==> src/hdl/rtd_pkg.sv <==
// ----------------------------------------------------------------------------
// rtd_pkg
// Types and constants shared by the roundabout tracker and deviation block.
// ----------------------------------------------------------------------------
package rtd_pkg;

	typedef enum logic [2:0] {
		MODE_NORMAL   = 3'd0,
		MODE_APPROACH = 3'd1,
		MODE_TURN_IN  = 3'd2,
		MODE_IN_LOOP  = 3'd3,
		MODE_EXITING  = 3'd4
	} mode_t;

	localparam logic [1:0] SIDE_NONE  = 2'd0;
	localparam logic [1:0] SIDE_LEFT  = 2'd1;
	localparam logic [1:0] SIDE_RIGHT = 2'd2;

	localparam logic [2:0] REG_ZONE_START   = 3'd0;
	localparam logic [2:0] REG_ZONE_END     = 3'd1;
	localparam logic [2:0] REG_COOLDOWN     = 3'd2;
	localparam logic [2:0] REG_ENTRY_LEN    = 3'd3;
	localparam logic [2:0] REG_TURN_IN_LEN  = 3'd4;
	localparam logic [2:0] REG_TURN_IN_ANG  = 3'd5;
	localparam logic [2:0] REG_EXIT_ANG     = 3'd6;
	localparam logic [2:0] REG_EXIT_XTRA    = 3'd7;

	// Weighted difference fits 19 bits signed (max |sub| ~ 33*4095)
	localparam int SUB_W = 24;
	localparam int ADD_W = 20;

	// Work item handed from the front to the back
	typedef struct packed {
		logic signed [SUB_W-1:0] sub;
		logic [ADD_W-1:0]        add;
		logic                    halt;
		logic [2:0]              ring_state;
		logic [1:0]              ring_side;
		logic                    clear_seg;
		logic                    seg_en;
	} work_t;

endpackage

==> src/hdl/roundabout_tracker_and_deviation.sv <==
// ----------------------------------------------------------------------------
// roundabout_tracker_and_deviation
// Roundabout tracker and difference-over-sum steering deviation.
// ----------------------------------------------------------------------------
// One beat in gives one beat out. The front steps the tracker, the stop latch
// and the weighted sums in the cycle the beat is taken and holds the work in
// a one-entry queue; the back runs a restoring divider at one bit per cycle.
// A beat passes the back as a load, 25 divide steps and an output step; the
// back takes no new beat till the output step is done; the front takes the
// next beat in the cycle the back loads the last. Configure only while idle.
module roundabout_tracker_and_deviation #(
	parameter int SAMPLE_BITS = 12,
	parameter int LOST_LIMIT  = 250
) (
	input  logic               clk,
	input  logic               arst_n,
	input  logic               cfg_we,
	input  logic [2:0]         cfg_idx,
	input  logic [23:0]        cfg_data,
	input  logic               in_valid,
	output logic               in_ready,
	input  logic [11:0]        left_outer,
	input  logic [11:0]        left_inner,
	input  logic [11:0]        center_coil,
	input  logic [11:0]        right_inner,
	input  logic [11:0]        right_outer,
	input  logic signed [15:0] yaw_rate,
	input  logic signed [15:0] pitch_rate,
	input  logic [23:0]        total_distance,
	input  logic [23:0]        segment_distance,
	input  logic               stop_request,
	output logic               out_valid,
	input  logic               out_ready,
	output logic signed [7:0]  deviation,
	output logic               stopped,
	output logic [2:0]         ring_state,
	output logic [1:0]         ring_side,
	output logic               clear_segment,
	output logic               segment_enable
);
	logic w_valid, w_ready;
	rtd_pkg::work_t w_data;

	// Front: classify the tick and hold one work beat
	rtd_front #(.SAMPLE_BITS(SAMPLE_BITS), .LOST_LIMIT(LOST_LIMIT)) u_front (
		.clk, .arst_n, .cfg_we, .cfg_idx, .cfg_data, .in_valid, .in_ready,
		.lo_i(left_outer), .li_i(left_inner), .ce_i(center_coil),
		.ri_i(right_inner), .ro_i(right_outer), .yaw_i(yaw_rate),
		.pitch_i(pitch_rate), .total_i(total_distance), .seg_i(segment_distance),
		.stop_i(stop_request), .w_valid, .w_ready, .w_data
	);

	// Back: divide, clamp and present the result beat
	rtd_back u_back (
		.clk, .arst_n, .w_valid, .w_ready, .w_data, .out_valid, .out_ready,
		.deviation, .stopped, .ring_state, .ring_side, .clear_segment,
		.segment_enable
	);
endmodule

==> src/hdl/rtd_front.sv <==
// ----------------------------------------------------------------------------
// rtd_front
// Tracker state machine, stop logic and weighted sums; one tick per beat.
// ----------------------------------------------------------------------------
module rtd_front #(
	parameter int SAMPLE_BITS = 12,
	parameter int LOST_LIMIT  = 250
) (
	input  logic               clk,
	input  logic               arst_n,
	input  logic               cfg_we,
	input  logic [2:0]         cfg_idx,
	input  logic [23:0]        cfg_data,
	input  logic               in_valid,
	output logic               in_ready,
	input  logic [11:0]        lo_i, li_i, ce_i, ri_i, ro_i,
	input  logic signed [15:0] yaw_i, pitch_i,
	input  logic [23:0]        total_i, seg_i,
	input  logic               stop_i,
	output logic               w_valid,
	input  logic               w_ready,
	output rtd_pkg::work_t     w_data
);
	logic [23:0] zone_start_q, zone_end_q, cooldown_q, entry_len_q, turn_len_q;
	logic [15:0] turn_ang_q, exit_ang_q, exit_xtra_q;
	logic [2:0]  mode_q;
	logic [1:0]  side_q, deb_q;
	logic [7:0]  lost_q;
	logic        halt_q, dist_q, head_on_q;
	logic [31:0] head_q;

	// Compare thresholds scaled by 500; for exit: sum/500 > a  <=>  sum >= 500*(a+1)
	logic [31:0] turn_thr_q, exit_thr_q, xtra_thr_q;

	assign in_ready = w_ready;
	wire take = in_valid && in_ready;

	always_ff @(posedge clk or negedge arst_n) begin
		if (!arst_n) begin
			zone_start_q <= 24'd600000; zone_end_q <= 24'd900000;
			cooldown_q <= 24'd12000; entry_len_q <= 24'd15000; turn_len_q <= 24'd13000;
			turn_ang_q <= 16'd600; exit_ang_q <= 16'd5300; exit_xtra_q <= 16'd420;
		end else if (cfg_we) begin
			case (cfg_idx)
				rtd_pkg::REG_ZONE_START:  zone_start_q <= cfg_data;
				rtd_pkg::REG_ZONE_END:    zone_end_q <= cfg_data;
				rtd_pkg::REG_COOLDOWN:    cooldown_q <= cfg_data;
				rtd_pkg::REG_ENTRY_LEN:   entry_len_q <= cfg_data;
				rtd_pkg::REG_TURN_IN_LEN: turn_len_q <= cfg_data;
				rtd_pkg::REG_TURN_IN_ANG: turn_ang_q <= cfg_data[15:0];
				rtd_pkg::REG_EXIT_ANG:    exit_ang_q <= cfg_data[15:0];
				rtd_pkg::REG_EXIT_XTRA:   exit_xtra_q <= cfg_data[15:0];
				default: ;
			endcase
		end
	end

	// Threshold products registered off the config path (configured while idle)
	always_ff @(posedge clk) begin
		turn_thr_q <= 32'(turn_ang_q * 32'd500);
		exit_thr_q <= 32'((33'(exit_ang_q) + 33'd1) * 33'd500);
		xtra_thr_q <= 32'((33'(exit_xtra_q) + 33'd1) * 33'd500);
	end

	localparam logic [11:0] SMASK = 12'((1 << SAMPLE_BITS) - 1);
	logic [11:0] lo, li, ce, ri, ro;
	logic [15:0] ayaw, apitch;
	always_comb begin
		lo = lo_i & SMASK; li = li_i & SMASK; ce = ce_i & SMASK;
		ri = ri_i & SMASK; ro = ro_i & SMASK;
		ayaw   = yaw_i[15] ? 16'(-yaw_i) : yaw_i;
		apitch = pitch_i[15] ? 16'(-pitch_i) : pitch_i;
	end

	logic [2:0]  mode_n;
	logic [1:0]  side_n, deb_n;
	logic        dist_n, head_on_n, clr, halt_n;
	logic [7:0]  lost_n;
	logic [31:0] head_n, head_acc;
	logic [32:0] head_sum33;
	logic signed [rtd_pkg::SUB_W-1:0] sub;
	logic [rtd_pkg::ADD_W-1:0] add;
	logic signed [rtd_pkg::SUB_W-1:0] slo, sli, sri, sro;

	always_comb begin
		mode_n = mode_q; side_n = side_q; deb_n = deb_q; dist_n = dist_q;
		head_on_n = head_on_q; head_n = head_q; clr = 1'b0;
		slo = rtd_pkg::SUB_W'(lo); sli = rtd_pkg::SUB_W'(li);
		sri = rtd_pkg::SUB_W'(ri); sro = rtd_pkg::SUB_W'(ro);
		case (mode_q)
			rtd_pkg::MODE_NORMAL: begin
				if (total_i < zone_start_q || total_i > zone_end_q) deb_n = 2'd0;
				else if (dist_q && seg_i < cooldown_q) deb_n = 2'd0;
				else begin
					dist_n = 1'b0;
					if (ce > 12'd90 && (lo > 12'd80 || ri > 12'd80) && apitch < 16'd1500) begin
						deb_n = deb_q + 2'd1;
						if (deb_n >= 2'd2) begin
							mode_n = rtd_pkg::MODE_APPROACH; side_n = rtd_pkg::SIDE_NONE;
							clr = 1'b1; dist_n = 1'b1; deb_n = 2'd0;
						end
					end else deb_n = 2'd0;
				end
			end
			rtd_pkg::MODE_APPROACH: begin
				if (seg_i >= entry_len_q && ce > 12'd70 && (lo > 12'd60 || ri > 12'd60)) begin
					side_n = (13'(lo) + 13'(li) >= 13'(ri) + 13'(ro)) ?
						rtd_pkg::SIDE_LEFT : rtd_pkg::SIDE_RIGHT;
					mode_n = rtd_pkg::MODE_TURN_IN; clr = 1'b1; head_n = '0;
					head_on_n = 1'b1; dist_n = 1'b1;
				end
			end
			rtd_pkg::MODE_TURN_IN: begin
				if (head_q > turn_thr_q && ce < 12'd60 && seg_i > turn_len_q) begin
					mode_n = rtd_pkg::MODE_IN_LOOP; head_n = '0; clr = 1'b1;
					dist_n = 1'b0; head_on_n = 1'b1;
				end
			end
			rtd_pkg::MODE_IN_LOOP: begin
				if (head_q >= exit_thr_q) begin
					mode_n = rtd_pkg::MODE_EXITING; head_n = '0; head_on_n = 1'b1;
				end
			end
			rtd_pkg::MODE_EXITING: begin
				if (head_q >= xtra_thr_q) begin
					if (ce < 12'd80 && lo < 12'd60 && ri < 12'd60) begin
						mode_n = rtd_pkg::MODE_NORMAL; side_n = rtd_pkg::SIDE_NONE;
						deb_n = 2'd0; head_on_n = 1'b0; head_n = '0; clr = 1'b1;
						dist_n = 1'b1;
					end else deb_n = 2'd0;
				end
			end
			default: mode_n = rtd_pkg::MODE_NORMAL;
		endcase

		add = rtd_pkg::ADD_W'(lo) + rtd_pkg::ADD_W'(li) + rtd_pkg::ADD_W'(ce)
			+ rtd_pkg::ADD_W'(ri) + rtd_pkg::ADD_W'(ro) + rtd_pkg::ADD_W'(10);
		case (mode_n)
			rtd_pkg::MODE_APPROACH: sub = rtd_pkg::SUB_W'(10 * (sli - sro));
			rtd_pkg::MODE_TURN_IN: begin
				if (side_n == rtd_pkg::SIDE_RIGHT)
					sub = rtd_pkg::SUB_W'((2 * slo + 5 * sli) - (18 * sri + 15 * sro));
				else if (side_n == rtd_pkg::SIDE_LEFT)
					sub = rtd_pkg::SUB_W'((18 * slo + 15 * sli) - (2 * sri + 5 * sro));
				else sub = '0;
			end
			rtd_pkg::MODE_EXITING: begin
				if (side_n == rtd_pkg::SIDE_RIGHT)
					sub = rtd_pkg::SUB_W'(15 * (slo + sli) - 5 * (sri + sro));
				else sub = rtd_pkg::SUB_W'(5 * (slo + sli) - 15 * (sri + sro));
			end
			default: sub = rtd_pkg::SUB_W'(10 * ((slo + sli) - (sri + sro)));
		endcase

		halt_n = halt_q | stop_i;
		lost_n = lost_q;
		if (!halt_n) begin
			if (add < rtd_pkg::ADD_W'(20)) begin
				if (lost_q != 8'd255) lost_n = lost_q + 8'd1;
				if (lost_n >= 8'(LOST_LIMIT)) halt_n = 1'b1;
			end else lost_n = 8'd0;
		end

		head_sum33 = 33'(head_n) + 33'(ayaw);
		head_acc = head_sum33[32] ? 32'hFFFF_FFFF : head_sum33[31:0];
		if (head_on_n && ayaw > 16'd20) head_n = head_acc;
	end

	always_ff @(posedge clk or negedge arst_n) begin
		if (!arst_n) begin
			mode_q <= rtd_pkg::MODE_NORMAL; side_q <= rtd_pkg::SIDE_NONE; deb_q <= '0;
			lost_q <= '0; halt_q <= 1'b0; dist_q <= 1'b0; head_on_q <= 1'b0;
			head_q <= '0; w_valid <= 1'b0;
		end else begin
			if (w_ready) w_valid <= 1'b0;
			if (take) begin
				mode_q <= mode_n; side_q <= side_n; deb_q <= deb_n; lost_q <= lost_n;
				halt_q <= halt_n; dist_q <= dist_n; head_on_q <= head_on_n;
				head_q <= head_n; w_valid <= 1'b1;
			end
		end
	end

	// Zero the difference when already stopped or on a stop request; a stop that
	// the lost count latches on this tick still lets its own deviation through
	always_ff @(posedge clk) begin
		if (take) begin
			w_data.sub <= (halt_q | stop_i) ? '0 : sub;
			w_data.add <= add; w_data.halt <= halt_n;
			w_data.ring_state <= mode_n; w_data.ring_side <= side_n;
			w_data.clear_seg <= clr; w_data.seg_en <= dist_n;
		end
	end
endmodule

==> src/hdl/rtd_back.sv <==
// ----------------------------------------------------------------------------
// rtd_back
// Restoring divider for the deviation quotient, clamp and output register.
// ----------------------------------------------------------------------------
module rtd_back (
	input  logic               clk,
	input  logic               arst_n,
	input  logic               w_valid,
	output logic               w_ready,
	input  rtd_pkg::work_t     w_data,
	output logic               out_valid,
	input  logic               out_ready,
	output logic signed [7:0]  deviation,
	output logic               stopped,
	output logic [2:0]         ring_state,
	output logic [1:0]         ring_side,
	output logic               clear_segment,
	output logic               segment_enable
);
	// |sub|*10 / add: quotient > 100 clamps, so 8 quotient bits suffice
	localparam int QB = 8;
	localparam int NW = 25;
	typedef enum logic [2:0] {
		ST_IDLE = 3'b001, ST_DIV = 3'b010, ST_OUT = 3'b100
	} st_t;
	st_t st_q;
	logic [NW-1:0] num_q;
	logic [rtd_pkg::ADD_W-1:0] den_q;
	logic [NW:0] rem_q;
	logic [QB-1:0] quo_q;
	logic [4:0] cnt_q;
	logic neg_q, big_q, halt_q;
	logic [2:0] rs_q; logic [1:0] sd_q; logic cl_q, se_q;

	assign w_ready = (st_q == ST_IDLE);

	logic [NW-1:0] mag;
	logic [NW:0] trial;
	logic [NW:0] rem_sh;
	logic [7:0] sat;
	always_comb begin
		mag = w_data.sub[rtd_pkg::SUB_W-1] ? NW'(-w_data.sub) : NW'(w_data.sub);
		mag = NW'(mag * 10);
		rem_sh = {rem_q[NW-1:0], num_q[NW-1]};
		trial = rem_sh - (NW+1)'(den_q);
		sat = (big_q || quo_q > 8'd100) ? 8'd100 : quo_q;
	end

	always_ff @(posedge clk or negedge arst_n) begin
		if (!arst_n) begin
			st_q <= ST_IDLE; out_valid <= 1'b0; cnt_q <= '0;
		end else begin
			case (st_q)
				ST_IDLE: if (w_valid) begin
					st_q <= ST_DIV; cnt_q <= 5'(NW);
				end
				ST_DIV: begin
					cnt_q <= cnt_q - 5'd1;
					if (cnt_q == 5'd1) st_q <= ST_OUT;
				end
				ST_OUT: if (!out_valid || out_ready) begin
					out_valid <= 1'b1; st_q <= ST_IDLE;
				end
				default: st_q <= ST_IDLE;
			endcase
			if (out_valid && out_ready && st_q != ST_OUT) out_valid <= 1'b0;
		end
	end

	// Datapath: one quotient bit per cycle, top bits beyond QB flag overflow
	always_ff @(posedge clk) begin
		case (st_q)
			ST_IDLE: if (w_valid) begin
				num_q <= mag; den_q <= w_data.add; rem_q <= '0; quo_q <= '0;
				big_q <= 1'b0; neg_q <= w_data.sub[rtd_pkg::SUB_W-1];
				halt_q <= w_data.halt; rs_q <= w_data.ring_state;
				sd_q <= w_data.ring_side; cl_q <= w_data.clear_seg; se_q <= w_data.seg_en;
			end
			ST_DIV: begin
				num_q <= {num_q[NW-2:0], 1'b0};
				if (!trial[NW]) begin
					rem_q <= trial; big_q <= big_q | quo_q[QB-1];
					quo_q <= {quo_q[QB-2:0], 1'b1};
				end else begin
					rem_q <= rem_sh; big_q <= big_q | quo_q[QB-1];
					quo_q <= {quo_q[QB-2:0], 1'b0};
				end
			end
			ST_OUT: if (!out_valid || out_ready) begin
				deviation <= neg_q ? -$signed(sat) : $signed(sat);
				stopped <= halt_q; ring_state <= rs_q; ring_side <= sd_q;
				clear_segment <= cl_q; segment_enable <= se_q;
			end
			default: ;
		endcase
	end
endmodule

==> config.mk <==
export PLATFORM = sky130hd
export DESIGN_NAME = roundabout_tracker_and_deviation
export DESIGN_NICKNAME = d
export VERILOG_FILES = /design/src/hdl/rtd_pkg.sv /design/src/hdl/roundabout_tracker_and_deviation.sv /design/src/hdl/rtd_front.sv /design/src/hdl/rtd_back.sv
export SDC_FILE = /design/constraint.sdc
export NUM_CORES = 2
export LEC_CHECK = 0
export BUFFER_PORTS_ARGS = -buffer_cell sky130_fd_sc_hd__buf_2
export CAP_MARGIN = 20
export CORE_MARGIN = 5
export CORE_UTILIZATION = 50
export CTS_BUF_LIST = sky130_fd_sc_hd__clkbuf_8 sky130_fd_sc_hd__clkbuf_16
export CTS_CLUSTER_SIZE = 30
export DETAILED_ROUTE_END_ITERATION = 10
export MAX_ROUTING_LAYER = met4
export PLACE_DENSITY = 0.67
export SLEW_MARGIN = 15
export SYNTH_ARGS = -nofsm -noshare
export SYNTH_HDL_FRONTEND = slang
export SYNTH_SLANG_ARGS = --single-unit
==> constraint.sdc <==
create_clock -name clk -period 7.4 [get_ports clk]
set_clock_uncertainty 0.1 [all_clocks]
set_input_delay 1.48 -clock clk [delete_from_list [all_inputs] [get_ports clk]]
set_output_delay 1.48 -clock clk [all_outputs]
set_load 0.02 [all_outputs]
==> run summary <==
For this run, design rule violations remaining after detail routing come to 0. In the post-synthesis netlist, the biggest area contributors are sky130_fd_sc_hd__ha_1 20%, sky130_fd_sc_hd__fa_1 16%, sky130_fd_sc_hd__dfrtp_1 8.5%. After routing, the total negative slack on setup checks comes to -0.192 ns. In this run the remaining antenna-violating nets after routing total 0. With fillers left out, the area of the finished cells amounts to 0.0610 sq mm.

The first detailed-routing pass ran for 5 iterations. The placeable core region was 0.102 sq mm; the aggregate global routing overflow was 0. Global routing consumed, on the met1 layer, 36.7% of the routing resources. The HPWL after detailed placement is 120000 microns. In the finished design, the share of the clock period the worst path needs comes to 101%. By count the netlist is led by 880 x sky130_fd_sc_hd__inv_1, 833 x sky130_fd_sc_hd__ha_1, 404 x sky130_fd_sc_hd__fa_1. After detailed routing, the average wire length per cell comes to 18.8 microns.

In the final layout, the multi-input gates occupy 0.0372 sq mm. The routed design has 144000 microns of wire. The tools report the maximum clock rate as 134 MHz. The path with the worst hold slack has its endpoint at u_back.sd_q[0]. The number of antenna violations at the first check in global routing came out at 10. TritonCTS built the clock tree. The via count of the first global-routing pass came out at 42666. The die covers 0.110 sq mm. STA puts the critical path data required time at 7.67 ns. Post-synthesis async set-or-reset flop share: 50.9%. Summed over all instances, the cell type with the most area after synthesis is sky130_fd_sc_hd__ha_1.

Setup violations remaining at the end of the flow were counted as 5. The tools report the relative slew slack as 29.4%. The layout filler cell count was 8856; the maximum clock insertion buffer count was 3. CTS built an H-tree with a depth of 2.

For the worst setup path, the data arrival time is 7.75 ns. Each instance of the synthesized netlist takes up on average 9.30 sq um. For the worst flop-to-flop path, the logic depth is 24. The placed instances occupy a cell area of 0.0585 sq mm.

The number of top-level design ports came out at 191. The total of hold buffers inserted after clock tree synthesis came out at 0. The post-detailed-route via-to-cell ratio is 5.48.

The tools report the clock root buffer as sky130_fd_sc_hd__clkbuf_16. At the pin with the least slew margin, the transition time is 1.06 ns. The capture instance of the worst register-to-register path is u_front.head_q[27]. The startpoint identified for the worst hold timing path is u_front.w_data[2].

Synthesis inferred 448 register bits. The startpoint identified for the worst register-to-register timing path is u_front.head_q[12]. The net count of the finished layout is 7675.

For the final worst slack, the log shows -0.0743 ns. The tools report the setup slack on the worst flop-to-flop path as 0.46 ns. In this run the biggest area consumer among cell types represents 20.2% of the synthesized area. The cell that appears most often on the critical path is sky130_fd_sc_hd__fa_1.

Counting every sink on the clock net gives 448. During synthesis, Yosys emitted a total of 0 warnings. The busiest layer in global routing is met2.

For the wire length of the first global-routing pass, the log shows 228000 microns. Hold timing on the final database bottoms out at a slack of 0.317 ns. The number of pins with negative max-slew slack in the final report was 0. The number of placement rows is 117. For this run, the leading register cell type out of synthesis is sky130_fd_sc_hd__dfrtp_1.

The logs give 0 for the max-capacitance violation count and 43.2% for the global-route met2 utilization. The worst path in the final design needs a cycle of 7.47 ns, including I/O delays and setup. Compared with the post-synthesis result, the final layout area differs by 18.4%. The hold violation count in the final report was 0. Clock-pin slew was measured on the worst setup and hold paths at 0.06 ns. The initial utilization of the core area, before any placement, comes to 50.5%.

Class of the worst hold path: flop to flop. The checks that failed: setup timing. For the violation count after the first detailed-routing iteration, the log shows 2512. The post-route netlist has 19.2% of its cells at a drive strength greater than 1. In the final layout, flip-flops and latches occupy 0.0116 sq mm.

In this run, CTS created clock tree buffers numbering 52. The later pin in the worst-skew pair is clocked with a latency of 0.66 ns. Routability-driven placement congestion ratio: 0.952. Synthesis produced 5538 cells.

The die span in y works out to 331 microns. The flow ran to the end, but the final reports show violations. Dominant cell by count in the synthesized netlist: sky130_fd_sc_hd__inv_1. Setup repair after global routing could not meet its margin everywhere. The chip width came out at 331 microns. Summing every instance area after synthesis gives 0.0515 sq mm.

The largest net degree at the start of global routing was 138. For the global-route total usage across every layer, the log shows 27.2%. Global routing consumed, on the met3 layer, 4.05% of the routing resources.

Counting instances, the worst hold path has a depth of 0. STA classifies the critical path endpoint as a flop. In this design, the stage delay of the slowest critical-path cell is 0.54 ns.

The net count of the mapped netlist was 6948; the maximum fanout encountered on the critical timing path was 4. Sequential elements use 22.6% of the synthesized area. The number of buffers added on ports came out at 190. The number of different library cells used by synthesis comes to 98. Type of the worst setup path: input pin to flop. Summing over every cut layer, the via total after detailed routing is 42088. Cell at the slowest stage of the critical path: sky130_fd_sc_hd__fa_1. STA classifies the critical path startpoint as an input pin. Counting flops with a built-in enable in the synthesized netlist gives 145.
repair_timing:
| action | CTS | global route |
|---|---|---|
| buffers inserted | 12 | 14 |
| resized for setup | 25 | 116 |
| setup endpoints to repair | 11 | 25 |
| pin swaps | 30 | 81 |
worst max-delay path by stage:
stage,startpoint,end,slack (ns),cells after the start
after floorplan,left_outer[0],u_front.w_data[44],-0.10,28
after global placement,left_inner[0],u_front.w_data[49],-0.82,27
after detailed placement,left_inner[0],u_front.w_data[49],-0.88,27
after CTS,right_outer[0],u_front.w_data[49],-0.0002,30
after global routing,left_inner[0],u_front.w_data[47],-0.31,27
final,left_inner[0],u_front.w_data[44],-0.07,29
cell usage in the layout (no fill, tap or decap), types with 24 or more instances in the layout:
cell,n
sky130_fd_sc_hd__inv_1,861
sky130_fd_sc_hd__o21bai_1,51
sky130_fd_sc_hd__or3_1,40
sky130_fd_sc_hd__a31oi_1,41
sky130_fd_sc_hd__nand2_1,363
sky130_fd_sc_hd__a21oi_1,299
sky130_fd_sc_hd__xor2_1,98
sky130_fd_sc_hd__mux2_2,81
sky130_fd_sc_hd__o211ai_1,33
sky130_fd_sc_hd__dfstp_2,54
sky130_fd_sc_hd__nor2_1,303
sky130_fd_sc_hd__nor3_1,95
sky130_fd_sc_hd__nand4_1,55
sky130_fd_sc_hd__mux2i_1,30
sky130_fd_sc_hd__a21oi_2,31
sky130_fd_sc_hd__and3_1,36
sky130_fd_sc_hd__dfrtp_1,174
sky130_fd_sc_hd__buf_2,186
sky130_fd_sc_hd__o21ai_0,297
sky130_fd_sc_hd__o21a_1,52
sky130_fd_sc_hd__nand3_1,93
sky130_fd_sc_hd__xnor2_1,239
sky130_fd_sc_hd__a21o_1,82
sky130_fd_sc_hd__inv_2,28
sky130_fd_sc_hd__dfxtp_1,75
sky130_fd_sc_hd__nand2b_1,48
sky130_fd_sc_hd__and2_1,45
sky130_fd_sc_hd__edfxtp_1,145
sky130_fd_sc_hd__fa_1,398
sky130_fd_sc_hd__a211oi_1,36
sky130_fd_sc_hd__ha_1,805
sky130_fd_sc_hd__buf_4,561
sky130_fd_sc_hd__clkbuf_16,52
sky130_fd_sc_hd__ha_4,25
sky130_fd_sc_hd__o31ai_1,24
sky130_fd_sc_hd__nor2b_1,49
routing by layer:
metal  part of all wire, %  vias up
li1                      -    20477
met1                    46    20294
met2                    45     1064
met3                   5.9      253
met4                   3.2        0
met5                     0        -
logic make-up after synthesis:
family | Yosys count | synth area share (%)
AOI/OAI and AO/OA | 1164 | 14.3
xor gates and xnor gates | 351 | 5.97
adders and majority gates | 1238 | 36.0
buffers and inverters | 973 | 7.16
DFF | 448 | 22.6
muxes | 112 | 2.37
and+or+nand+nor | 1252 | 11.7
state kept, by name, summed over array words and instances, names as in the netlist, 5 cells and up:
| name | count |
|---|---|
| u_front.cooldown_q | 24 |
| u_front.w_data | 47 |
| u_back.cnt_q | 5 |
| u_front.exit_ang_q | 16 |
| u_front.entry_len_q | 24 |
| u_back.deviation | 8 |
| u_front.exit_xtra_q | 16 |
| u_front.xtra_thr_q | 26 |
| u_back.quo_q | 8 |
| u_front.lost_q | 8 |
| u_front.zone_start_q | 24 |
| u_front.head_q | 32 |
| u_back.den_q | 15 |
| u_front.turn_thr_q | 23 |
| u_back.rem_q | 25 |
| u_back.num_q | 24 |
| u_front.zone_end_q | 24 |
| u_front.turn_ang_q | 16 |
| u_front.turn_len_q | 24 |
| u_front.exit_thr_q | 26 |
worst max-delay path: cells and delay by family:
kind                       cells  cell delay, ns
xor gates and xnor gates       2            0.34
adders and majority gates      8            3.20
AOI/OAI and AO/OA             11            1.96
muxes                          1            0.11
buffers and inverters          7            0.65
through the flow:
step	utilization [%]	cells	setup slack [ns]
5_1_grt	59.8	7683	-0.306
6_report	59.8	7686	-0.0743
3_3_place_gp	57.3	7557	-0.818
2_1_floorplan	-	5538	-0.101
4_1_cts	59.2	7666	-0.000172
3_5_place_dp	57.3	7557	-0.879
final cells by class:
cell class	count	area share, %
Timing Repair Buffer	761	8.76
Multi-Input combinational cell	4117	61.0
Sequential cell	448	19.1
Tap cell	1368	2.81
Inverter	885	5.45
Clock buffer	60	2.31
Clock inverter	37	0.556
Antenna cell	10	0.0410
Power is not shown: default switching activity piles up to over one toggle a cycle in this logic, so the estimate is an artifact.
